===== src/hw/rtl/sm64_pkg.sv =====
// ----------------------------------------------------------------------------
// sm64_pkg
// Shared constants, codes and types for the seeded splitmix64 generator.
// ----------------------------------------------------------------------------
`default_nettype none

package sm64_pkg;

  // default seed buffer length and queue depth
  localparam int unsigned SEED_BUFFER_LEN = 32;
  localparam int unsigned QUEUE_DEPTH     = 2;
  localparam int unsigned QIDX_W          = $clog2(QUEUE_DEPTH);
  localparam int unsigned QCNT_W          = $clog2(QUEUE_DEPTH + 1);

  // hash and mixer constants
  localparam logic [63:0] FNV_BASIS = 64'hCBF2_9CE4_8422_2325;
  localparam logic [63:0] FNV_PRIME = 64'h0000_0100_0000_01B3;
  localparam logic [63:0] GOLDEN    = 64'h9E37_79B9_7F4A_7C15;
  localparam logic [63:0] MIX_A     = 64'hBF58_476D_1CE4_E5B9;
  localparam logic [63:0] MIX_B     = 64'h94D0_49BB_1331_11EB;

  // input mode codes
  localparam logic [2:0] MODE_START    = 3'd0;
  localparam logic [2:0] MODE_BYTE     = 3'd1;
  localparam logic [2:0] MODE_RESEED_S = 3'd2;
  localparam logic [2:0] MODE_RESEED_E = 3'd3;
  localparam logic [2:0] MODE_DRAW_S   = 3'd4;
  localparam logic [2:0] MODE_DRAW_E   = 3'd5;

  // internal operation codes after classification
  localparam logic [1:0] OP_START  = 2'd0;
  localparam logic [1:0] OP_BYTE   = 2'd1;
  localparam logic [1:0] OP_RESEED = 2'd2;
  localparam logic [1:0] OP_DRAW   = 2'd3;

  // one queued operation
  typedef struct packed {
    logic [1:0]  code;
    logic        elite;
    logic [7:0]  seed_byte;
    logic [63:0] salt;
  } op_t;

  // front status
  typedef struct packed {
    logic [QCNT_W-1:0] count;
  } fr_stat_t;

  // back status
  typedef struct packed {
    logic busy;
    logic out_full;
  } core_stat_t;

endpackage

`default_nettype wire


===== src/hw/rtl/sm64_front.sv =====
// ----------------------------------------------------------------------------
// sm64_front
// Accepts input words, classifies the mode and queues the operation.
// ----------------------------------------------------------------------------
`default_nettype none

module sm64_front (
  input  wire logic              clk,
  input  wire logic              rst_n,
  input  wire logic              in_valid,
  output logic                   in_ready,
  input  wire logic [2:0]        in_mode,
  input  wire logic [7:0]        in_seed_byte,
  input  wire logic [63:0]       in_salt,
  output sm64_pkg::op_t          q_op,
  output logic                   q_valid,
  input  wire logic              q_pop,
  output sm64_pkg::fr_stat_t     stat
);
  import sm64_pkg::*;

  op_t               entry_r [QUEUE_DEPTH];
  logic [QIDX_W-1:0] wr_ptr_r, wr_ptr_nxt;
  logic [QIDX_W-1:0] rd_ptr_r, rd_ptr_nxt;
  logic [QCNT_W-1:0] count_r, count_nxt;
  op_t               cls_op;
  logic              cls_keep;
  logic              push;
  logic              pop;

  // mode decode; unused modes are dropped
  always_comb begin
    cls_op.seed_byte = in_seed_byte;
    cls_op.salt      = in_salt;
    cls_op.code      = OP_START;
    cls_op.elite     = 1'b0;
    cls_keep         = 1'b1;
    unique case (in_mode) inside
      MODE_START: begin
        cls_op.code = OP_START;
      end
      MODE_BYTE: begin
        cls_op.code = OP_BYTE;
      end
      MODE_RESEED_S, MODE_RESEED_E: begin
        cls_op.code  = OP_RESEED;
        cls_op.elite = (in_mode == MODE_RESEED_E);
      end
      MODE_DRAW_S, MODE_DRAW_E: begin
        cls_op.code  = OP_DRAW;
        cls_op.elite = (in_mode == MODE_DRAW_E);
      end
      default: begin
        cls_keep = 1'b0;
      end
    endcase
  end

  // queue control
  assign in_ready   = (count_r != QCNT_W'(QUEUE_DEPTH));
  assign push       = in_valid && in_ready && cls_keep;
  assign q_valid    = (count_r != '0);
  assign pop        = q_pop && q_valid;
  assign q_op       = entry_r[rd_ptr_r];
  assign stat.count = count_r;

  // pointers wrap naturally, depth is a power of two
  always_comb begin
    wr_ptr_nxt = push ? wr_ptr_r + QIDX_W'(1) : wr_ptr_r;
    rd_ptr_nxt = pop  ? rd_ptr_r + QIDX_W'(1) : rd_ptr_r;
    count_nxt  = count_r;
    if (push && !pop) begin
      count_nxt = count_r + QCNT_W'(1);
    end else if (pop && !push) begin
      count_nxt = count_r - QCNT_W'(1);
    end
  end

  always_ff @(posedge clk) begin
    if (!rst_n) begin
      wr_ptr_r <= '0;
      rd_ptr_r <= '0;
      count_r  <= '0;
    end else begin
      wr_ptr_r <= wr_ptr_nxt;
      rd_ptr_r <= rd_ptr_nxt;
      count_r  <= count_nxt;
    end
  end

  // queue storage
  always_ff @(posedge clk) begin
    if (push) begin
      entry_r[wr_ptr_r] <= cls_op;
    end
  end

endmodule

`default_nettype wire


===== src/hw/rtl/sm64_core.sv =====
// ----------------------------------------------------------------------------
// sm64_core
// Executes queued operations on one shared 32x32 multiplier: seed hashing,
// stream reseed and stream draw with the splitmix finalizer.
// ----------------------------------------------------------------------------
`default_nettype none

module sm64_core #(
  parameter int unsigned SEED_LEN = sm64_pkg::SEED_BUFFER_LEN
) (
  input  wire logic             clk,
  input  wire logic             rst_n,
  input  sm64_pkg::op_t         q_op,
  input  wire logic             q_valid,
  output logic                  q_pop,
  output sm64_pkg::core_stat_t  stat,
  output logic                  out_valid,
  input  wire logic             out_ready,
  output logic [31:0]           out_random_word,
  output logic                  out_from_elite
);
  import sm64_pkg::*;

  localparam int unsigned CNT_W = $clog2(SEED_LEN);
  localparam logic [CNT_W-1:0] CNT_LIMIT = CNT_W'(SEED_LEN - 1);

  // sequencer states
  localparam logic [1:0] ST_IDLE = 2'd0;
  localparam logic [1:0] ST_MUL  = 2'd1;
  localparam logic [1:0] ST_POST = 2'd2;

  // what follows a multiplication
  localparam logic [1:0] PH_FNV  = 2'd0;
  localparam logic [1:0] PH_SALT = 2'd1;
  localparam logic [1:0] PH_MIX1 = 2'd2;
  localparam logic [1:0] PH_MIX2 = 2'd3;

  logic [1:0]       state_r, state_nxt;
  logic [1:0]       step_r, step_nxt;
  logic [1:0]       phase_r, phase_nxt;
  logic             elite_r, elite_nxt;
  logic             draw_r, draw_nxt;
  logic [63:0]      ma_r, ma_nxt;
  logic [63:0]      mb_r, mb_nxt;
  logic [63:0]      acc_r, acc_nxt;
  logic [63:0]      hash_r, hash_nxt;
  logic [63:0]      sst_r, sst_nxt;
  logic [63:0]      est_r, est_nxt;
  logic [CNT_W-1:0] cnt_r, cnt_nxt;
  logic             ended_r, ended_nxt;
  logic             ov_r, ov_nxt;
  logic [31:0]      ow_r, ow_nxt;
  logic             oe_r, oe_nxt;

  logic [31:0]      mx, my;
  logic [63:0]      prod;
  logic [63:0]      mul_sum;
  logic             out_free;

  assign out_valid       = ov_r;
  assign out_random_word = ow_r;
  assign out_from_elite  = oe_r;
  assign out_free        = !ov_r || out_ready;
  assign stat.busy       = (state_r != ST_IDLE);
  assign stat.out_full   = ov_r;
  assign q_pop           = q_valid && (state_r == ST_IDLE);

  // partial product select: low*low, low*high, high*low
  always_comb begin
    case (step_r)
      2'd0: begin
        mx = ma_r[31:0];
        my = mb_r[31:0];
      end
      2'd1: begin
        mx = ma_r[31:0];
        my = mb_r[63:32];
      end
      default: begin
        mx = ma_r[63:32];
        my = mb_r[31:0];
      end
    endcase
  end

  assign prod    = {32'b0, mx} * {32'b0, my};
  assign mul_sum = (step_r == 2'd0) ? prod : acc_r + {prod[31:0], 32'b0};

  // sequencer
  always_comb begin
    logic [63:0] s_sum;
    logic [63:0] z_sum;
    logic [63:0] fin;
    state_nxt = state_r;
    step_nxt  = step_r;
    phase_nxt = phase_r;
    elite_nxt = elite_r;
    draw_nxt  = draw_r;
    ma_nxt    = ma_r;
    mb_nxt    = mb_r;
    acc_nxt   = acc_r;
    hash_nxt  = hash_r;
    sst_nxt   = sst_r;
    est_nxt   = est_r;
    cnt_nxt   = cnt_r;
    ended_nxt = ended_r;
    ov_nxt    = ov_r;
    ow_nxt    = ow_r;
    oe_nxt    = oe_r;
    s_sum     = (q_op.elite ? est_r : sst_r) + GOLDEN;
    z_sum     = hash_r + acc_r;
    fin       = acc_r ^ (acc_r >> 31);

    // result word leaves
    if (ov_r && out_ready) begin
      ov_nxt = 1'b0;
    end

    unique case (state_r)
      ST_IDLE: begin
        if (q_valid) begin
          elite_nxt = q_op.elite;
          step_nxt  = 2'd0;
          unique case (q_op.code)
            OP_START: begin
              hash_nxt  = FNV_BASIS;
              cnt_nxt   = '0;
              ended_nxt = 1'b0;
            end
            OP_BYTE: begin
              if (q_op.seed_byte == 8'd0) begin
                ended_nxt = 1'b1;
              end else if (!ended_r && (cnt_r < CNT_LIMIT)) begin
                ma_nxt    = hash_r ^ {56'b0, q_op.seed_byte};
                mb_nxt    = FNV_PRIME;
                phase_nxt = PH_FNV;
                state_nxt = ST_MUL;
              end
            end
            OP_RESEED: begin
              ma_nxt    = q_op.salt + 64'd1;
              mb_nxt    = GOLDEN;
              phase_nxt = PH_SALT;
              draw_nxt  = 1'b0;
              state_nxt = ST_MUL;
            end
            OP_DRAW: begin
              if (q_op.elite) begin
                est_nxt = s_sum;
              end else begin
                sst_nxt = s_sum;
              end
              ma_nxt    = s_sum ^ (s_sum >> 30);
              mb_nxt    = MIX_A;
              phase_nxt = PH_MIX1;
              draw_nxt  = 1'b1;
              state_nxt = ST_MUL;
            end
            default: begin
              state_nxt = ST_IDLE;
            end
          endcase
        end
      end
      ST_MUL: begin
        acc_nxt  = mul_sum;
        step_nxt = step_r + 2'd1;
        if (step_r == 2'd2) begin
          state_nxt = ST_POST;
        end
      end
      ST_POST: begin
        step_nxt = 2'd0;
        unique case (phase_r)
          PH_FNV: begin
            hash_nxt  = acc_r;
            cnt_nxt   = cnt_r + CNT_W'(1);
            state_nxt = ST_IDLE;
          end
          PH_SALT: begin
            ma_nxt    = z_sum ^ (z_sum >> 30);
            mb_nxt    = MIX_A;
            phase_nxt = PH_MIX1;
            state_nxt = ST_MUL;
          end
          PH_MIX1: begin
            ma_nxt    = acc_r ^ (acc_r >> 27);
            mb_nxt    = MIX_B;
            phase_nxt = PH_MIX2;
            state_nxt = ST_MUL;
          end
          default: begin
            if (draw_r) begin
              // wait here while the output register is still held
              if (out_free) begin
                ov_nxt    = 1'b1;
                ow_nxt    = fin[63:32];
                oe_nxt    = elite_r;
                state_nxt = ST_IDLE;
              end
            end else begin
              if (elite_r) begin
                est_nxt = fin;
              end else begin
                sst_nxt = fin;
              end
              state_nxt = ST_IDLE;
            end
          end
        endcase
      end
      default: begin
        state_nxt = ST_IDLE;
      end
    endcase
  end

  // control and architectural state
  always_ff @(posedge clk) begin
    if (!rst_n) begin
      state_r <= ST_IDLE;
      step_r  <= 2'd0;
      phase_r <= PH_FNV;
      elite_r <= 1'b0;
      draw_r  <= 1'b0;
      hash_r  <= '0;
      sst_r   <= '0;
      est_r   <= '0;
      cnt_r   <= '0;
      ended_r <= 1'b0;
      ov_r    <= 1'b0;
    end else begin
      state_r <= state_nxt;
      step_r  <= step_nxt;
      phase_r <= phase_nxt;
      elite_r <= elite_nxt;
      draw_r  <= draw_nxt;
      hash_r  <= hash_nxt;
      sst_r   <= sst_nxt;
      est_r   <= est_nxt;
      cnt_r   <= cnt_nxt;
      ended_r <= ended_nxt;
      ov_r    <= ov_nxt;
    end
  end

  // datapath registers
  always_ff @(posedge clk) begin
    ma_r  <= ma_nxt;
    mb_r  <= mb_nxt;
    acc_r <= acc_nxt;
    ow_r  <= ow_nxt;
    oe_r  <= oe_nxt;
  end

endmodule

`default_nettype wire


===== src/hw/rtl/seeded_splitmix64_generator.sv =====
// ----------------------------------------------------------------------------
// seeded_splitmix64_generator
// Seeded random source: FNV-1a seed hash and two splitmix64 streams.
// ----------------------------------------------------------------------------
// From accept: a draw runs both mixer products, a reseed the salt product and
// then both mixer products, a kept seed byte the FNV product; a start seed only
// loads the basis, and a dropped mode does no back-end work. The back end runs
// one operation at a time, each 64-bit product built from 32x32 partial
// products plus a post step; a draw also holds while out_valid is stalled.
// A two-word queue lets the front accept while the back end works.
// Synchronous active-low reset clears the queue, sequencer, hash, streams.
`default_nettype none

module seeded_splitmix64_generator #(
  parameter int unsigned SEED_BUFFER_LEN = sm64_pkg::SEED_BUFFER_LEN
) (
  input  wire logic        clk,
  input  wire logic        rst_n,
  input  wire logic        in_valid,
  output logic             in_ready,
  input  wire logic [2:0]  in_mode,
  input  wire logic [7:0]  in_seed_byte,
  input  wire logic [63:0] in_salt,
  output logic             out_valid,
  input  wire logic        out_ready,
  output logic [31:0]      out_random_word,
  output logic             out_from_elite
);
  import sm64_pkg::*;

  op_t        q_op;
  logic       q_valid;
  logic       q_pop;
  fr_stat_t   fr_stat;
  core_stat_t core_stat;

  // accept and classify
  sm64_front u_front (
    .clk          (clk),
    .rst_n        (rst_n),
    .in_valid     (in_valid),
    .in_ready     (in_ready),
    .in_mode      (in_mode),
    .in_seed_byte (in_seed_byte),
    .in_salt      (in_salt),
    .q_op         (q_op),
    .q_valid      (q_valid),
    .q_pop        (q_pop),
    .stat         (fr_stat)
  );

  // execute
  sm64_core #(
    .SEED_LEN (SEED_BUFFER_LEN)
  ) u_core (
    .clk             (clk),
    .rst_n           (rst_n),
    .q_op            (q_op),
    .q_valid         (q_valid),
    .q_pop           (q_pop),
    .stat            (core_stat),
    .out_valid       (out_valid),
    .out_ready       (out_ready),
    .out_random_word (out_random_word),
    .out_from_elite  (out_from_elite)
  );

  // a kept word lands in the queue
  a_push_fills: assert property (@(posedge clk) disable iff (!rst_n)
    in_valid && in_ready && (in_mode <= MODE_DRAW_E) |=> fr_stat.count != '0)
    else $error("accepted word missing from queue");

  // no result appears from an idle, empty block
  a_no_phantom: assert property (@(posedge clk) disable iff (!rst_n)
    (fr_stat.count == '0) && !core_stat.busy |=> !$rose(out_valid))
    else $error("result without pending draw");

  // the back end never takes a word while busy
  a_pop_idle: assert property (@(posedge clk) disable iff (!rst_n)
    core_stat.busy |-> !q_pop)
    else $error("queue popped while core busy");

  // a held result word stays put until taken
  a_out_hold: assert property (@(posedge clk) disable iff (!rst_n)
    core_stat.out_full && !out_ready |=> out_valid && $stable(out_random_word)
      && $stable(out_from_elite))
    else $error("result word changed while stalled");

endmodule

`default_nettype wire


===== config.mk =====
export PLATFORM = sky130hd
export DESIGN_NAME = seeded_splitmix64_generator
export DESIGN_NICKNAME = d
export VERILOG_FILES = /design/src/hw/rtl/sm64_pkg.sv /design/src/hw/rtl/sm64_front.sv /design/src/hw/rtl/sm64_core.sv /design/src/hw/rtl/seeded_splitmix64_generator.sv
export SDC_FILE = /design/constraint.sdc
export NUM_CORES = 2
export LEC_CHECK = 0
export BUFFER_PORTS_ARGS = -buffer_cell sky130_fd_sc_hd__buf_2
export CAP_MARGIN = 10
export CORE_ASPECT_RATIO = 0.6
export CORE_MARGIN = 2
export CORE_UTILIZATION = 30
export CTS_CLUSTER_SIZE = 28
export DETAILED_ROUTE_END_ITERATION = 10
export PLACE_DENSITY = 0.46
export SYNTH_ARGS = -nofsm -noshare
export SYNTH_HDL_FRONTEND = slang
export SYNTH_SLANG_ARGS = --single-unit

===== constraint.sdc =====
create_clock -name clk -period 15.05 [get_ports clk]
set_clock_uncertainty 0.05 [all_clocks]
set_input_delay 3.01 -clock clk [delete_from_list [all_inputs] [get_ports clk]]
set_output_delay 3.01 -clock clk [all_outputs]
set_load 0.05 [all_outputs]

* Yosys cells after proc, flatten, opt, wreduce, memory -nomap -nowiden *
Memory sizes are Yosys's and may differ from the RTL's. A register that Yosys moved wholly into a read port is not among the register bits.
Cells that the tools add are included.

storage, ports and cells
  bits in read-only memories = 0
  bits in latches = 0
  memories kept = 1
  flip-flop bits (word level) = 436
  bits of input ports = 79
  bits in writable memories = 150
  output and inout bits = 35

cells by class
  divide/modulo/power cells = 0
  order comparisons = 1
  bitwise operators = 6
  reduce and logical (&&, ||, !) cells = 42
  multiply operators = 1
  add/sub/neg operators = 10
  mux-type cells = 72
  equal/unequal tests = 33
  shifts and indexed selects = 0

memory list
  memory           depth  bits a word  read ports  clocked after Yosys merged registers in  write ports  line              text
  u_front.entry_r  2      75           1           1                                        1            sm64_front.sv:22  op_t entry_r [QUEUE_DEPTH];

operator list
  operator                                                count
  2-to-1 mux 64 bit                                       23
  one-hot mux 64 bit (2 select lines)                     7
  one-hot mux 64 bit (3 select lines)                     2
  adder 64 bit                                            2
  bitwise XOR 64 x 34 -> 64 bit                           2
  adder 64 x 1 -> 64 bit (second input constant)          1
  adder 64 bit (second input constant)                    1
  multiplier 32 x 32 -> 64 bit                            1
  2-to-1 mux 32 bit                                       2
  bitwise XOR 64 x 33 -> 64 bit                           1
  bitwise XOR 64 x 37 -> 64 bit                           1
  bitwise XOR 64 x 8 -> 64 bit                            1
  2-to-1 mux 2 bit                                        12
  one-hot mux 2 bit (3 select lines)                      4
  one-hot mux 2 bit (2 select lines)                      4
  2-to-1 mux 5 bit                                        3
  inequality test 2 bit (second input constant)           7
  AND reduction 7 bit                                     2
  inequality test 2 x 1 -> 1 bit (second input constant)  6
  AND reduction 4 bit                                     3
  AND reduction 6 bit                                     2
  2-to-1 mux 1 bit                                        11
  == test 2 bit (second input constant)                   5
  one-hot mux 5 bit (2 select lines)                      1
  28 further kinds                                        61

* Logic depth before layout (Yosys ltp) *
  word-level depth = 8
  mapped depth = 42
  mapped depth without buffers = 37

* By module *
From an unflattened synthesis, not the netlist that was laid out.

second synthesis, totals
  cell total of the unflattened synthesis = 7144
  area, all modules = 64891.0 sq um

by module, submodules not included
  module      area each (sq um)  cells each  seq. area each (sq um)  times used
  sm64_core   59209.3            6882        9278.9                  1
  sm64_front  5681.7             262         4604.4                  1

* Worst setup path after synthesis *
OpenSTA, ideal clock, no wires.

  kind = register to register
  from = register u_core.step_r[1]
  to = register u_core.acc_r[63] (data pin)
  clock period less this slack = 9.842 ns
  library setup time = 0.273 ns
  arrival time = 9.519 ns
  setup slack = 5.208 ns
  required time = 14.727 ns
  path buffers = 3
  cell stages (with the launch flop) = 37
  path through = dfxtp_1 > inv_1 > ha_1 > clkbuf_1 > nor2_1 > clkbuf_1 > clkbuf_1 > mux2i_1 > nor2_1 > fa_1 > fa_1 > fa_1 > inv_1 > fa_1 > inv_1 > fa_1 > inv_1 > fa_1 > inv_1 > fa_1 > fa_1 > ha_1 > a21o_1 > a21o_1 > a221oi_1 > a21oi_1 > o21a_1 > o21ai_0 > nand2b_1 > a31oi_1 > xnor2_1 > ha_1 > or3_1 > o21ai_0 > a21oi_1 > xnor2_1 > mux2i_1

on the way
  word-level cells in the longest chain between the ends = 6
  elaborated cells on any way between the ends = 8
  those cells by class = 1 x add/sub; 1 x mul; 1 x eq/ne; 3 x mux; 2 x reduce/logical

ends and longest elaborated chain
  item                                                         line                              text
  start, declared                                              sm64_core.sv:39                   logic [1:0] step_r, step_nxt;
  start signal, assigned                                       sm64_core.sv:234                  step_r <= step_nxt;
  == test 2 x 1 -> 1 bit or logical NOT 2 bit (tied branches)  sm64_core.sv:70, sm64_core.sv:87
  OR reduction 2 bit (no line)                                 --
  2-to-1 mux 32 bit                                            sm64_core.sv:70                   case (step_r)
  multiplier 32 x 32 -> 64 bit                                 sm64_core.sv:86                   assign prod = {32'b0, mx} * {32'b0, my};
  adder 64 bit                                                 sm64_core.sv:87                   assign mul_sum = (step_r == 2'd0) ? prod : acc_r + {prod[31:0], 32'b0};
  2-to-1 mux 64 bit (*)                                        sm64_core.sv:87
  via u_core.mul_sum[63]                                       sm64_core.sv:57                   logic [63:0] mul_sum;
  end signal, assigned                                         sm64_core.sv:251                  acc_r <= acc_nxt;
  end, declared                                                sm64_core.sv:45                   logic [63:0] acc_r, acc_nxt;

The timed path passes the listed nets; every way through them passes the cells marked *.
A chain may end at the register's enable or synchronous reset.

* Worst setup path after layout *
  from = register u_core.step_r[1]
  to = register u_core.acc_r[55] (data pin)

The elaborated chain is that of the path after synthesis.

==> run_results.csv <==
group,metric,value,unit
detailed_routing,wirelength,316,mm
timing,report.final.slew_viol_count,1,
timing,tightestPinTransition,1.73,ns
cts,clock_latency,0.70,ns
floorplanning,start_util,30.2,%
worst_setup_path,r2r_start,"u_core.step_r[1]$_SDFFE_PN0P_",
cells_and_area,fill_cells,22900,
worst_setup_path,startpoint,"u_core.step_r[1]$_SDFFE_PN0P_",
worst_setup_path,r2r_cells,36,
yosys,yosys.area_share.adder,34.1,%
yosys,synth_area,66300,um^2
worst_setup_path,cpMaxStageDelayCell,"mux2i_1",
worst_setup_path,critical_path_class,"flip-flop to flip-flop",
timing,finalCritPeriodShare,81.1,%
worst_hold_path,worst_hold_path_type,"flip-flop to flip-flop",
worst_setup_path,endpoint,"u_core.acc_r[55]$_DFFE_PP_",
timing,hold-worst-slack,0.411,ns
global_routing,grt_pass1_vias,54000,
floorplanning,ios,114,
cts,hold_buffers,0,
global_routing,antenna_found_initial,17,
detailed_routing,ant_nets,0,
timing,final.min_clock_period,12.21,ns
cts,cts_tree,"done",
detailed_routing,drc_errors,0,
yosys,ys_seq_elements,533,
floorplanning,die_w,611,um
yosys,synthFlopType,"edfxtp_1",
cts,postCtsSetupBuffers,0,
yosys,async_flop_share,0,%
worst_setup_path,cp.arrival,12.56,ns
global_routing,grt_pass1_wl,438,mm
detailed_routing,drtIter0Drc,8112,
yosys,synth-edff-count,321,
worst_setup_path,crit_required,15.40,ns
yosys,syn_avg_cell_area,8.89,um^2
floorplanning,num_rows,133,
worst_setup_path,crit_path_start_kind,"flip-flop",
global_routing,grt_usage,27.7,%
worst_setup_path,r2r_end,"u_core.acc_r[55]$_DFFE_PP_",
status,outcome,"complete, but fails checks",
yosys,synthMuxAreaShare,3.44,%
cts,root_buffer,"clkbuf_16",
timing,rsz0062_at_grt,"no",
yosys,synth_cell_types,98,
detailed_routing,viasPerCell,5.53,
worst_setup_path,path_common_cell,"fa_1",
cells_and_area,layout_commonest_cell,"inv_1",
worst_setup_path,critPathCaptureType,"flip-flop",
yosys,syn_inst,7466,
cts,h-tree-depth,2,
yosys,synth-simple-area-share,15.7,%
global_routing,grt-ovfl-total,0,
cts,clockBufferDepth,3,
cts,cts-resized-gates,0,
timing,max_freq,0.0819,GHz
detailed_routing,vias,57400,
worst_setup_path,cpPeakStageDelay,0.95,ns
timing,setup_tns,0,ns
yosys,synth_compound_area_share,12.3,%
worst_setup_path,r2r_setup_slack,2.84,ns
cells_and_area,num-nets-final,8758,
detailed_routing,dr.pass1.iters,7,
worst_setup_path,crit_fanout,42,
yosys,synth_seq_area_share,20.9,%
cells_and_area,register_area,13900,um^2
cells_and_area,multi_input_area,47400,um^2
floorplanning,dieArea,225000,um^2
cts,cts.sinks,533,
floorplanning,core,219000,um^2
cts,cts_buffers,53,
run,drv_cap,0,
global_routing,grt_max_degree,123,
yosys,syn_nets,8813,
cells_and_area,final_cell_mix,"inv_1 (976), nand2_1 (954), fa_1 (898), nor2_1 (672), a21oi_1 (481)",
timing,slew_headroom,-15.0,%
cells_and_area,syn_to_final_growth,9.13,%
yosys,ys_warn_count,0,
timing,hold_violations,0,
timing,setup_viol,0,
place,dp_hpwl,261,mm
cells_and_area,drive_gt1_share,7.24,%
yosys,synth_xor_area_share,5.55,%
place,gp_congestion,1.04,
place,port_buffers,113,
detailed_routing,wl_per_cell,30.5,um
floorplanning,die_h,368,um
status,violations,"max-slew violations",
yosys,synth_top_family_by_area,"adder cells",
cts,clk_pin_slew_worst_paths,0.08,ns
==> metal layers <==
metal	part of all wire, %	wire length [um]	vias to the layer above	track usage (%)
met5	0.084	265	-	0.702
met4	0.93	2930	8	2.65
met3	15	48400	190	12.6
met2	34	106000	3231	31.5
met1	50	158000	29500	45.6
li1	-	-	24400	-
==> registers in the layout, indices dropped and copies added (netlist names), 5 cells and up, named ones only <==
name / cells
u_core.cnt_r: 5
u_core.acc_r: 64
u_front.entry_r: 150
u_core.hash_r: 64
u_core.est_r: 64
u_core.ma_r: 64
u_core.sst_r: 64
u_core.out_random_word: 32
u_core.mb_r: 10
==> synthesized netlist by cell type (all sizes together) (39+ instances only) <==
| library cell | instances | area [um^2] |
|---|---|---|
| nor2 | 681 | 2560 |
| dfxtp | 212 | 4240 |
| a21o | 105 | 788 |
| fa | 898 | 18000 |
| ha | 370 | 4630 |
| a211oi | 54 | 415 |
| o21ai | 279 | 1410 |
| o21a | 46 | 345 |
| clkbuf | 318 | 1190 |
| mux2 | 58 | 661 |
| xnor2 | 248 | 2180 |
| xor2 | 164 | 1440 |
| and2 | 130 | 813 |
| nor2b | 55 | 344 |
| nand2b | 39 | 244 |
| nand2 | 959 | 3600 |
| inv | 978 | 3670 |
| buf | 84 | 429 |
| nor3 | 98 | 502 |
| a21oi | 486 | 2440 |
| nand3 | 169 | 851 |
| edfxtp | 321 | 9640 |
| mux2i | 161 | 1620 |
| nand4 | 49 | 307 |
==> kinds of logic (layout without fill, tap and decap cells) <==
kind of cell	Yosys count	after routing
AO/OA/AOI/OAI	1301	1301
XOR/XNOR	415	415
adder cells (fa/ha/maj)	1268	1268
buffers and inverters	1381	1371
flip-flops	533	533
multiplexers	219	219
other	0	10
AND/OR/NAND/NOR	2349	2349
==> cell type report <==
cell class / count / share of cell area, %
inverters: 979 / 5.08
multi-input cells: 5552 / 65.5
repair buffers: 292 / 2.69
well taps: 2902 / 5.02
clock buffers: 60 / 1.91
flip-flops and latches: 533 / 19.2
clock inverters: 40 / 0.629
diodes: 10 / 0.0346
==> through the flow <==
stage                     std cells  worst slack (ns)  util (%)  instance area, um^2
after floorplan                7466              5.21         -                66300
after global placement        10300              3.16      32.1                70500
after detailed placement      10300              3.19      32.1                70500
after CTS                     10400              3.15      32.9                72300
after global routing          10400              2.37      33.0                72400
final                         10400              2.84      33.0                72400
==> worst min path at each step <==
stage	from	end	cells after the start
detailed placement	u_core.est_r[63]$_SDFFE_PN0P_	u_core.est_r[63]$_SDFFE_PN0P_	2
floorplan	u_core.acc_r[63]$_DFFE_PP_	u_core.out_random_word[31]$_DFFE_PP_	0
CTS	u_core.est_r[63]$_SDFFE_PN0P_	u_core.est_r[63]$_SDFFE_PN0P_	2
global placement	u_core.est_r[53]$_SDFFE_PN0P_	u_core.est_r[53]$_SDFFE_PN0P_	2
finish	u_core.est_r[63]$_SDFFE_PN0P_	u_core.est_r[63]$_SDFFE_PN0P_	2
global route	u_core.sst_r[53]$_SDFFE_PN0P_	u_core.sst_r[53]$_SDFFE_PN0P_	2
==> critical path: cells and delay by family (launching register included) <==
kind | cells | cell delay, ns
compound gates | 11 | 2.68
buf+inv | 8 | 1.08
xor+xnor | 2 | 1.08
mux | 2 | 1.08
fa+ha+maj | 11 | 4.52
simple gates | 2 | 0.96
flops | 1 | 0.35
Power is left out: the tool's default activity adds up to more than one toggle a clock period on the data nets, which glitch-free logic cannot reach.
